===== src/rtl/core/gha_pkg.sv =====
// gha_pkg: shared constants, codes and controller/datapath types of the
// generational handle allocator; no dependencies
`default_nettype none

package gha_pkg;

   localparam int SLOTS      = 1024;
   localparam int SLOT_W     = $clog2(SLOTS);
   localparam int CNT_W      = $clog2(SLOTS + 1);
   localparam int GEN_W      = 8;
   localparam int CFG_W      = 11;
   localparam int CSR_ADDR_W = 2;
   localparam int STATUS_W   = 3;

   localparam logic [CFG_W-1:0] MAX_SLOTS_RESET = CFG_W'(1024);

   typedef enum logic [CSR_ADDR_W-1:0] {
      CSR_MIN_FREE  = 2'd0,
      CSR_MAX_SLOTS = 2'd1
   } csr_addr_type;

   typedef enum logic [STATUS_W-1:0] {
      ST_CREATED     = 3'd0,
      ST_KILLED      = 3'd1,
      ST_STALE       = 3'd2,
      ST_FULL        = 3'd3,
      ST_BAD_INDEX   = 3'd4,
      ST_KILLED_WRAP = 3'd5
   } status_type;

   typedef enum logic [2:0] {
      S_IDLE,
      S_DECIDE,
      S_FIFO_WAIT,
      S_GEN_CREATE,
      S_GEN_KILL,
      S_RESULT
   } state_type;

   typedef struct packed {
      logic capture;
      logic pop;
      logic gen_rd_req;
      logic gen_rd_fifo;
      logic append;
      logic set_full;
      logic set_bad;
      logic finish_create;
      logic finish_kill;
      logic load_out;
   } cmd_type;

   typedef struct packed {
      logic is_kill;
      logic reuse;
      logic can_append;
      logic bad_index;
      logic out_free;
   } stat_type;

endpackage

`default_nettype wire


===== src/rtl/core/gha_ctrl.sv =====
// gha_ctrl: sequencing state machine of the allocator
// depends on gha_pkg; drives gha_dp through cmd_type, watches stat_type
`default_nettype none

module gha_ctrl (
   input  wire logic              clock,
   input  wire logic              reset,
   input  wire logic              req_valid,
   output logic                   req_ready,
   input  wire gha_pkg::stat_type stat,
   output gha_pkg::cmd_type       cmd
);
   import gha_pkg::*;

   state_type state_ff;
   state_type state_in;

   always_ff @(posedge clock) begin
      if (reset) begin
         state_ff <= S_IDLE;
      end else begin
         state_ff <= state_in;
      end
   end

   always_comb begin
      state_in = state_ff;
      unique case (state_ff)
         S_IDLE: begin
            if (req_valid) state_in = S_DECIDE;
         end
         S_DECIDE: begin
            if (!stat.is_kill && stat.reuse) state_in = S_FIFO_WAIT;
            else if (stat.is_kill && !stat.bad_index) state_in = S_GEN_KILL;
            else state_in = S_RESULT;
         end
         S_FIFO_WAIT:  state_in = S_GEN_CREATE;
         S_GEN_CREATE: state_in = S_RESULT;
         S_GEN_KILL:   state_in = S_RESULT;
         S_RESULT: begin
            if (stat.out_free) state_in = S_IDLE;
         end
         default: state_in = S_IDLE;
      endcase
   end

   always_comb begin
      cmd       = '0;
      req_ready = 1'b0;
      unique case (state_ff)
         S_IDLE: begin
            req_ready   = 1'b1;
            cmd.capture = req_valid;
         end
         S_DECIDE: begin
            priority if (!stat.is_kill && stat.reuse) cmd.pop = 1'b1;
            else if (!stat.is_kill && stat.can_append) cmd.append = 1'b1;
            else if (!stat.is_kill) cmd.set_full = 1'b1;
            else if (stat.bad_index) cmd.set_bad = 1'b1;
            else cmd.gen_rd_req = 1'b1;
         end
         S_FIFO_WAIT:  cmd.gen_rd_fifo = 1'b1;
         S_GEN_CREATE: cmd.finish_create = 1'b1;
         S_GEN_KILL:   cmd.finish_kill = 1'b1;
         S_RESULT:     cmd.load_out = stat.out_free;
         default: ;
      endcase
   end

endmodule

`default_nettype wire


===== config.mk =====
export PLATFORM = sky130hd
export DESIGN_NAME = gha_ctrl
export DESIGN_NICKNAME = d
export VERILOG_FILES = /design/src/rtl/core/gha_pkg.sv /design/src/rtl/core/gha_ctrl.sv
export SDC_FILE = /design/constraint.sdc
export NUM_CORES = 1
export LEC_CHECK = 0
export ABC_AREA = 1
export BUFFER_PORTS_ARGS = -buffer_cell sky130_fd_sc_hd__buf_4
export CORE_AREA = 2 2 39 41
export CTS_CLUSTER_DIAMETER = 50
export CTS_CLUSTER_SIZE = 20
export DETAILED_ROUTE_END_ITERATION = 8
export DIE_AREA = 0 0 41 43
export GPL_ROUTABILITY_DRIVEN = 0
export PLACE_DENSITY = 0.47
export SYNTH_ARGS = -nofsm -noshare
export SYNTH_HDL_FRONTEND = slang
export SYNTH_SLANG_ARGS = --single-unit

===== constraint.sdc =====
create_clock -name clock -period 1.1 [get_ports clock]
set_input_delay 0.165 -clock clock [delete_from_list [all_inputs] [get_ports clock]]
set_output_delay 0.165 -clock clock [all_outputs]
set_load 0.01 [all_outputs]

Word level (Yosys, flattened, before mapping)
Index checks and enable logic that the tools add are counted.
{"block": "word_totals", "elab_cells": 40, "latchBits": 0, "input_bits": 8, "romBits": 0, "ramBits": 0, "mem_count": 0, "ff_bits": 3}
{"block": "classes", "mul": 0, "div": 0, "n_bitwise": 0, "reduce_logical": 8, "n_shift": 0, "n_mux": 24, "eq_ne": 7, "addsub": 0, "n_lt_le_gt_ge": 0}
{"cell": "$mux 1", "n": 16}
{"cell": "$mux 3", "n": 5}
{"cell": "$pmux 3 s5", "n": 1}
{"cell": "$eq 3x2->1 const B", "n": 2}
{"cell": "$eq 3x3->1 const B", "n": 2}
{"cell": "$mux 2", "n": 2}
{"cell": "$ne 2x2->1 const B", "n": 2}
{"cell": "$eq 3x1->1 const B", "n": 1}
{"cell": "$logic_and 1x1->1", "n": 3}
{"cell": "$logic_not 3->1", "n": 1}
{"cell": "$logic_not 1->1", "n": 2}
{"cell": "$reduce_and 2->1", "n": 1}
{"cell": "$reduce_or 2->1", "n": 1}

Logic depth before layout (Yosys ltp)
Gate-level depths: netlist of the first run.
{"block": "depth", "ltp_word": 5, "mapped_depth": 7, "ltp_nobuf": 7}

Least setup slack after synthesis of the first run
OpenSTA, ideal clock, no wires.
{"block": "synth_path", "path_type": "reg2out", "startpoint": "register state_ff[2]", "endpoint": "output cmd[5] (netlist bit)", "arrival_time_ps": 983, "t_required_ps": 935, "stages_incl_launch_ff": 4, "path_slack_ps": -48, "n_path_buf": 0, "path_cell_list": "dfxtp_1 nor3_2 nand2_1 nor3b_1"}
{"element": "start, declared", "line_no": "gha_ctrl.sv:15", "rtl": "state_type state_ff;"}
{"element": "start signal, assigned", "line_no": "gha_ctrl.sv:22", "rtl": "state_ff <= state_in;"}
{"element": "end, declared", "line_no": "gha_ctrl.sv:11", "rtl": "output gha_pkg::cmd_type cmd"}

==> impl_metrics.toml, run 1 <==
[synthesis]
synth_top_area_share_pct = 24.37
ys_ff_latch = 3
yosysWarnings = 0
yosysTopAreaCell = "dfxtp_1"
ys_seq_area_share_pct = 24.37
synth_area_sq_um = 246.5
synthTopCellsByArea = "dfxtp_1 (24%), nor2_1 (17%), nand2_1 (14%)"
synthCells = 46
synth.distinct_cells = 12
avgSynthCellArea_sq_um = 5.358
synth_fp_nets = 54

[cts]
clkLatencyLatePin_ns = 0.23
cts_root_buf = "clkbuf_4"
clock-sinks = 3
cts_tree = "done"
path_clk_slew_ns = 0.04
h-tree-depth = 1
ctsLongestPathBuffers = 2
numCtsBuffers = 3

[critical_path]
ff2ff_setup_slack_ns = -0.03
cp-start-kind = "flip-flop"
crit_path_end_kind = "primary output"
worstPathArrival_ns = 1.19
crit_fanout = 3
worst-setup-path-type = "reg -> out"
crit_required_ns = 0.94

[timing]
finalCritPeriodShare_pct = 122.9
fmax_mhz = 739.6
relSlewSlack_pct = 86.65
finalSetupTns_ns = -1.881
rsz0062_at_grt = "true"
timing.final.ws_setup_ns = -0.2520
setup_viol = 12
slew_violations = 0
final-hold-violation-count = 0
skew_ns = 0.003254
min_period_ns = 1.352
worstMarginPinSlew_ns = 0.1993

[grt]
first_global_vias = 332
track_usage_pct = 10.53
antenna_found_initial = 0
grt_pass1_wl_um = 1200
grt_overflow = 0
grt_max_degree = 6

[outcome]
violations = "negative setup slack"
status = "finished, violations left"

[routing]
final_antenna_net_count = 0
detail_route.wl_per_cell_um = 9.796
dr.pass1.iters = 1
via_per_inst = 4.054
drcViolationCount = 0
drt_wl_total_um = 911
drtIter0Drc = 0
vias = 377

[power_and_ir_drop]
power_leakage_nw = 0.3018
ir_drop_uv = 520.9
power_density_nw_per_um2 = 1192

[final_layout]
multi_input_area_sq_um = 226.5
fin_nets = 86
final.fill_count = 159
largest_register_ffs = 3
fin_cells = 93
seqCellArea_sq_um = 66.31
drive_above_1_share_pct = 70.13
syn2layout_area_growth_pct = 147.7
regMostFlops = "state_ff"
reg_top3 = "state_ff x3"
antenna_cells = 0

[floorplan]
ioPinCount = 19
die_area_sq_um = 1763
die_h_um = 43
core_area_sq_um = 1384
initial_core_util_pct = 17.81
row_count = 14
die_w_um = 41

[run]
maxCapViolCount = 0

[placed_design]
io_buffers = 18
dp.cells = 86
pre_cts_ws_ns = -0.05551
hpwl_um = 562.6

[worst_hold_path]
hold_path.class = "in -> reg"
==> worst max-delay path: stages (launching register included) <==
cell and delay (ns):
dfxtp_2 0.33, nor3_4 0.21, buf_4 0.15, inv_2 0.03
nor3_2 0.09, buf_4 0.14
==> logic make-up (layout without fill, tap and decap cells) <==
logic type	after synthesis	after routing	synth area share, %
compound gates	2	2	4.568
simple gates	30	30	54.32
flops	3	3	24.37
buf+inv	11	42	16.75
==> power by group <==
| part | switching [mW] | total [mW] | internal, mW |
|---|---|---|---|
| Clock | 0.0591 | 0.195 | 0.136 |
| Combinational | 0.194 | 0.390 | 0.196 |
| Sequential | 0.0150 | 0.142 | 0.127 |
| Total | 0.268 | 0.728 | 0.459 |
==> layout by cell type, fill, tap and decap left out, drive strengths merged <==
cell type	netlist	layout
a31oi	1	1
buf	0	27
clkbuf	0	4
dfxtp	3	3
inv	11	11
nand2	9	9
nand3	3	3
nor2	12	12
nor3	5	5
nor3b	1	1
o21ai	1	1
==> routing by layer <==
metal,GRT usage [%],up-vias,part of all wire (%)
met5,0,-,0
met4,10.00,0,0
met3,1.571,0,2.6
met2,17.50,5,67
met1,9.936,170,30
li1,-,202,-
==> final cells by class <==
| cell class | count | share of cell area [%] |
|---|---|---|
| Timing Repair Buffer | 27 | 36.89 |
| Multi-Input combinational cell | 32 | 37.09 |
| Tap cell | 16 | 3.279 |
| Clock buffer | 4 | 4.303 |
| Inverter | 11 | 7.582 |
| Sequential cell | 3 | 10.86 |
==> synth_stat cells (all sizes together) <==
master,count
nor3,5
o21ai,1
a31oi,1
nor3b,1
nand2,9
nor2,12
inv,11
nand3,3
dfxtp,3
==> repair_timing <==
action	4_1_cts	5_1_grt
hold buffers	0	0
endpoints found under the setup margin	11	13
setup buffers	1	2
hold endpoints to repair	0	0
pin swaps	6	12
gates resized for setup	22	10
==> per-stage QoR <==
stage | instance area (sq um) | power [mW] | utilization [%] | hold WS (ns)
2_1_floorplan | 251.5 | 0.2611 | - | 0.2374
3_3_place_gp | 451.7 | 0.4008 | 32.64 | 0.3468
3_5_place_dp | 451.7 | 0.3976 | 32.64 | 0.3489
4_1_cts | 564.3 | 0.6731 | 40.78 | 0.09380
5_1_grt | 610.6 | 0.7780 | 44.12 | 0.09757
6_report | 610.6 | 0.7276 | 44.12 | 0.09924
==> final timing paths <==
| check | start | to | cells after the start |
|---|---|---|---|
| hold reg to reg | state_ff[0]$_SDFFE_PP0P_ | state_ff[1]$_SDFFE_PP0P_ | 4 |
| hold / removal | reset | state_ff[1]$_SDFFE_PP0P_ | 2 |
| setup reg to reg | state_ff[0]$_SDFFE_PP0P_ | state_ff[0]$_SDFFE_PP0P_ | 7 |
| setup / recovery | state_ff[1]$_SDFFE_PP0P_ | cmd[3] | 5 |
No activity file was read; power rests on OpenSTA's default activity.
==> run 2: changes to the inputs <==
--- a/config.mk
+++ b/config.mk
@@ -5,7 +5,6 @@
 export SDC_FILE = /design/constraint.sdc
 export NUM_CORES = 1
 export LEC_CHECK = 0
-export ABC_AREA = 1
 export BUFFER_PORTS_ARGS = -buffer_cell sky130_fd_sc_hd__buf_4
 export CORE_AREA = 2 2 39 41
 export CTS_CLUSTER_DIAMETER = 50
@@ -14,6 +13,7 @@
 export DIE_AREA = 0 0 41 43
 export GPL_ROUTABILITY_DRIVEN = 0
 export PLACE_DENSITY = 0.47
+export SETUP_SLACK_MARGIN = 0.02
 export SYNTH_ARGS = -nofsm -noshare
 export SYNTH_HDL_FRONTEND = slang
 export SYNTH_SLANG_ARGS = --single-unit
==> impl_metrics.toml, run 2 <==
[grt]
grt_max_degree = 7
grt_pass1_wl_um = 1248
antenna_found_initial = 0
grt_overflow = 0
first_global_vias = 327
track_usage_pct = 10.32

[worst_hold_path]
hold_path.class = "in -> reg"
holdPathStages = 2

[power_and_ir_drop]
ir_drop_uv = 382.1
power_density_nw_per_um2 = 1315
power_leakage_nw = 0.2568

[final_layout]
fin_nets = 75
fin_area_sq_um = 546.8
final.fill_count = 158
regMostFlops = "state_ff"
drive_above_1_share_pct = 59.09
syn2layout_area_growth_pct = 113.2
layout_common_cells = "buf_4 (22), nand2_1 (5), nor2_1 (5)"
reg_top3 = "state_ff x3"
largest_register_ffs = 3
layout_commonest_cell = "buf_4"
antenna_cells = 0

[critical_path]
worst-setup-path-type = "reg -> out"
crit_required_ns = 0.94
cp_common_cell = "buf_4"
crit_fanout = 4
cp.depth = 4
crit_path_end_kind = "primary output"
cp-start-kind = "flip-flop"
worstPathArrival_ns = 1.16
crit_slowest_cell = "dfxtp_4"
critPathMaxStageDelay_ns = 0.35
reg2reg_depth = 4
path_cells = "buf_4 -> nor3_4 -> and2_1 -> buf_4"
critPathTopFamily = "flip-flops"
critPathBufInv = 2

[floorplan]
die_area_sq_um = 1763
core_area_sq_um = 1384
row_count = 14
die_w_um = 41
die_h_um = 43
initial_core_util_pct = 18.54
ioPinCount = 19

[cts]
h-tree-depth = 1
path_clk_slew_ns = 0.03
clkLatencyLatePin_ns = 0.24
clock-sinks = 3
cts_tree = "done"
ctsLongestPathBuffers = 2
numCtsBuffers = 3
cts_root_buf = "clkbuf_4"

[timing]
worstMarginPinSlew_ns = 0.2746
skew_ns = 0.004893
finalCritPeriodShare_pct = 120.5
timing.final.ws_setup_ns = -0.2257
fmax_mhz = 754.3
rsz0062_at_grt = "true"
min_period_ns = 1.326
slew_violations = 0
hold_ws_ns = 0.1145
relSlewSlack_pct = 81.46
final-hold-violation-count = 0
setup_viol = 11

[synthesis]
synthTopCellsByCount = "nand2_1 (5), nor2_1 (5), nor3_1 (4)"
synth_top_area_share_pct = 23.41
async_reset_ff_share_pct = 0
synth_area_sq_um = 256.5
synth_fp_nets = 47
avgSynthCellArea_sq_um = 6.577
ys_ff_latch = 3
synthTopCellsByArea = "dfxtp_1 (23%), nor3_1 (7.8%), and3_1 (7.3%)"
ys_seq_area_share_pct = 23.41
yosysWarnings = 0
synthCells = 39
synth_edf_count = 0
synthFlopType = "dfxtp_1"
yosysTopAreaCell = "dfxtp_1"
synth.distinct_cells = 18

[placed_design]
postPlaceCellArea_sq_um = 442.9
hpwl_um = 615.6
io_buffers = 18

[routing]
dr.pass1.iters = 2
drt_wl_total_um = 817
vias = 365
via_per_inst = 4.451
detail_route.wl_per_cell_um = 9.963
drtIter0Drc = 1
final_antenna_net_count = 0
drcViolationCount = 0

[outcome]
violations = "negative setup slack"
status = "finished, violations left"

[run]
maxCapViolCount = 0
-- run 2: changes by cell type in the layout (fill, tap and decap cells not counted), sizes merged, moves of 3 or more --
cell	previous run	this run
nand3	3	0
inv	11	4
and3	0	3
nand2	9	5
a21oi	0	3
nor2	12	5
-- run 2: final cells by class --
type	count	area, sq um	area share (%)
Tap cell	16	20.02	3.661
Multi-Input combinational cell	30	215.2	39.36
Sequential cell	3	68.82	12.59
Inverter	4	17.52	3.204
Clock buffer	4	26.28	4.805
Timing Repair Buffer	25	198.9	36.38
-- run 2: per-stage QoR --
stage | util (%) | setup TNS, ns | setup WS (ns) | instances | power [mW]
2_1_floorplan | - | 0 | 0.008487 | 39 | 0.3065
3_3_place_gp | 32.01 | -0.02658 | -0.01260 | 75 | 0.4522
3_5_place_dp | 32.01 | -0.1647 | -0.04132 | 75 | 0.4496
4_1_cts | 36.35 | -1.893 | -0.2384 | 81 | 0.6809
5_1_grt | 39.51 | -2.399 | -0.3109 | 82 | 0.7763
6_report | 39.51 | -1.648 | -0.2257 | 82 | 0.7189
-- run 2: cells by family (layout without fill, tap and decap cells) --
family / after synthesis / count (layout) / synth area share (%)
AND/OR/NAND/NOR: 23 / 23 / 48.78
AO/OA/AOI/OAI: 7 / 7 / 18.05
buffers and inverters: 6 / 33 / 9.755
flip-flops: 3 / 3 / 23.42
-- run 2: what timing repair did --
item,4_1_cts,5_1_grt
buffers inserted,2,2
cloned,0,0
hold endpoints to repair,0,0
hold buffers,0,0
pin swaps,8,9
endpoints found under the setup margin,12,12
resized for setup,7,9
-- run 2: power by group --
group	switching, mW	internal (mW)
Combinational	0.164	0.206
Clock	0.0582	0.136
Sequential	0.0244	0.131
Total	0.246	0.473
-- run 2: metal layers --
metal  wire length [um]  up-vias  GRT usage, %
li1                   -      189             -
met1                364      157         11.82
met2                379       17         16.88
met3                 57        2         1.571
met4                 17        0         6.000
met5                  0        -             0
-- run 2: path summary, 6_finish.rpt --
| kind | from | endpoint | slack (ns) |
|---|---|---|---|
| setup / recovery | state_ff[2]$_SDFFE_PP0P_ | cmd[9] | -0.23 |
| hold / removal | reset | state_ff[2]$_SDFFE_PP0P_ | 0.11 |
| setup reg to reg | state_ff[1]$_SDFFE_PP0P_ | state_ff[1]$_SDFFE_PP0P_ | 0.08 |
| hold reg to reg | state_ff[2]$_SDFFE_PP0P_ | state_ff[1]$_SDFFE_PP0P_ | 0.58 |
-- run 2: worst reg2reg max path: stages, from the launching register on --
cell and delay [ns]:
dfxtp_4 0.36, buf_4 0.14, nor4bb_2 0.26, a21oi_1 0.06, nor3_1 0.11
==> run 3: changes to the inputs <==
==> constraint.sdc (replaced) <==
create_clock -name clock -period 1.1 [get_ports clock]
set_input_delay 0.22 -clock clock [delete_from_list [all_inputs] [get_ports clock]]
set_output_delay 0.22 -clock clock [all_outputs]
set_load 0.01 [all_outputs]
==> impl_metrics.toml, run 3 (same netlist as run 2, synthesis figures left out) <==
[placed_design]
hpwl_um = 628.2
dp.cells = 75
io_buffers = 18

[timing]
relSlewSlack_pct = 83.14
worstMarginPinSlew_ns = 0.2527
skew_ns = 0.003472
final-hold-violation-count = 0
setup_viol = 12
timing.final.ws_setup_ns = -0.2923
rsz0062_at_grt = "true"
slew_violations = 0
min_period_ns = 1.392
fmax_mhz = 718.3
finalCritPeriodShare_pct = 126.6

[final_layout]
layout_commonest_cell = "buf_4"
reg_top3 = "state_ff x3"
regMostFlops = "state_ff"
largest_register_ffs = 3
drive_above_1_share_pct = 68.66
fin_nets = 76
syn2layout_area_growth_pct = 134.1
fin_cells = 83
final.fill_count = 132
antenna_cells = 0
layout_common_cells = "buf_4 (18), buf_6 (8), nand2_1 (5)"

[floorplan]
core_area_sq_um = 1384
initial_core_util_pct = 18.54
ioPinCount = 19
row_count = 14
die_area_sq_um = 1763
die_w_um = 41
die_h_um = 43

[cts]
clock-sinks = 3
ctsLongestPathBuffers = 2
h-tree-depth = 1
numCtsBuffers = 3
hold_buffers = 0
clkLatencyLatePin_ns = 0.23
cts_tree = "done"
cts_root_buf = "clkbuf_4"
path_clk_slew_ns = 0.04

[grt]
grt_max_degree = 11
grt_pass1_wl_um = 1400
grt_overflow = 0
first_global_vias = 346
track_usage_pct = 11.33
antenna_found_initial = 0

[routing]
drcViolationCount = 0
dr.pass1.iters = 3
final_antenna_net_count = 0
detail_route.wl_per_cell_um = 10.81
drtIter0Drc = 5
drt_wl_total_um = 897
vias = 376
via_per_inst = 4.530

[critical_path]
worst-setup-path-type = "reg -> out"
cp-start-kind = "flip-flop"
critPathMaxStageDelay_ns = 0.35
critPathTopFamily = "simple AND/OR/NAND/NOR gates"
crit_path_end_kind = "primary output"
critPathBufInv = 2
crit_slowest_cell = "dfxtp_4"
crit_fanout = 3
worstPathArrival_ns = 1.17
crit_required_ns = 0.88
path_cells = "buf_4 -> nor3_4 -> and2_4 -> buf_6"

[power_and_ir_drop]
finalPower_uw = 771.9
power_leakage_nw = 0.2643
power_density_nw_per_um2 = 1285
ir_drop_uv = 562.5

[run]
maxCapViolCount = 0

[worst_hold_path]
hold_path.class = "in -> reg"

[outcome]
violations = "negative setup slack"
status = "finished, violations left"
run 3: cell types whose count changed in the layout (fill, tap and decap cells not counted), sizes merged:
cell / delta
buf: +1
run 3: per-stage QoR:
step	hold slack [ns]	util, %	cell area, sq um	setup TNS [ns]	worst slack, ns
after floorplan	0.2891	-	304.0	0	0.002607
after CTS	0.1610	40.60	561.8	-2.739	-0.3094
after global placement	0.4268	34.18	473.0	-0.5400	-0.1100
after global routing	0.1738	43.40	600.6	-3.491	-0.3741
after detailed placement	0.4175	34.18	473.0	-0.6815	-0.1334
final	0.1757	43.40	600.6	-2.636	-0.2923
run 3: cell type report:
cell class | count | area (sq um) | area share [%]
multi-input combinational | 30 | 245.2 | 40.83
timing repair buffer | 26 | 225.2 | 37.50
sequential | 3 | 66.31 | 11.04
clock buffer | 4 | 26.28 | 4.375
tap | 16 | 20.02 | 3.333
inverter | 4 | 17.52 | 2.917
run 3: metal layers:
layer | up-vias | GRT usage, % | share of wire, %
met3 | 0 | 5.236 | 9.1
li1 | 190 | - | -
met5 | - | 0 | 0
met4 | 0 | 2.000 | 0
met2 | 16 | 17.81 | 50
met1 | 170 | 13.78 | 41
run 3: final timing paths:
check | startpoint | end | slack (ns) | cells past startpoint
worst min register to register | state_ff[2]$_SDFFE_PP0P_ | state_ff[2]$_SDFFE_PP0P_ | 0.67 | 3
worst min-delay path | reset | state_ff[2]$_SDFFE_PP0P_ | 0.18 | 2
worst max-delay path | state_ff[1]$_SDFFE_PP0P_ | cmd[9] | -0.29 | 4
worst max register to register | state_ff[1]$_SDFFE_PP0P_ | state_ff[2]$_SDFFE_PP0P_ | -0.03 | 5
run 3: power by group:
part	switching, mW	internal [mW]	leakage [nW]	total, mW
combinational	0.190	0.242	0.223	0.432
clock	0.0572	0.136	0.0150	0.193
sequential	0.0171	0.130	0.0261	0.147
total	0.265	0.507	0.264	0.772
run 3: what timing repair did:
| item | 4_1_cts | 5_1_grt |
|---|---|---|
| gates cloned | 0 | 0 |
| setup endpoints to repair | 11 | 14 |
| pin swaps | 5 | 3 |
| gates resized for setup | 11 | 9 |
| setup buffers | 4 | 0 |
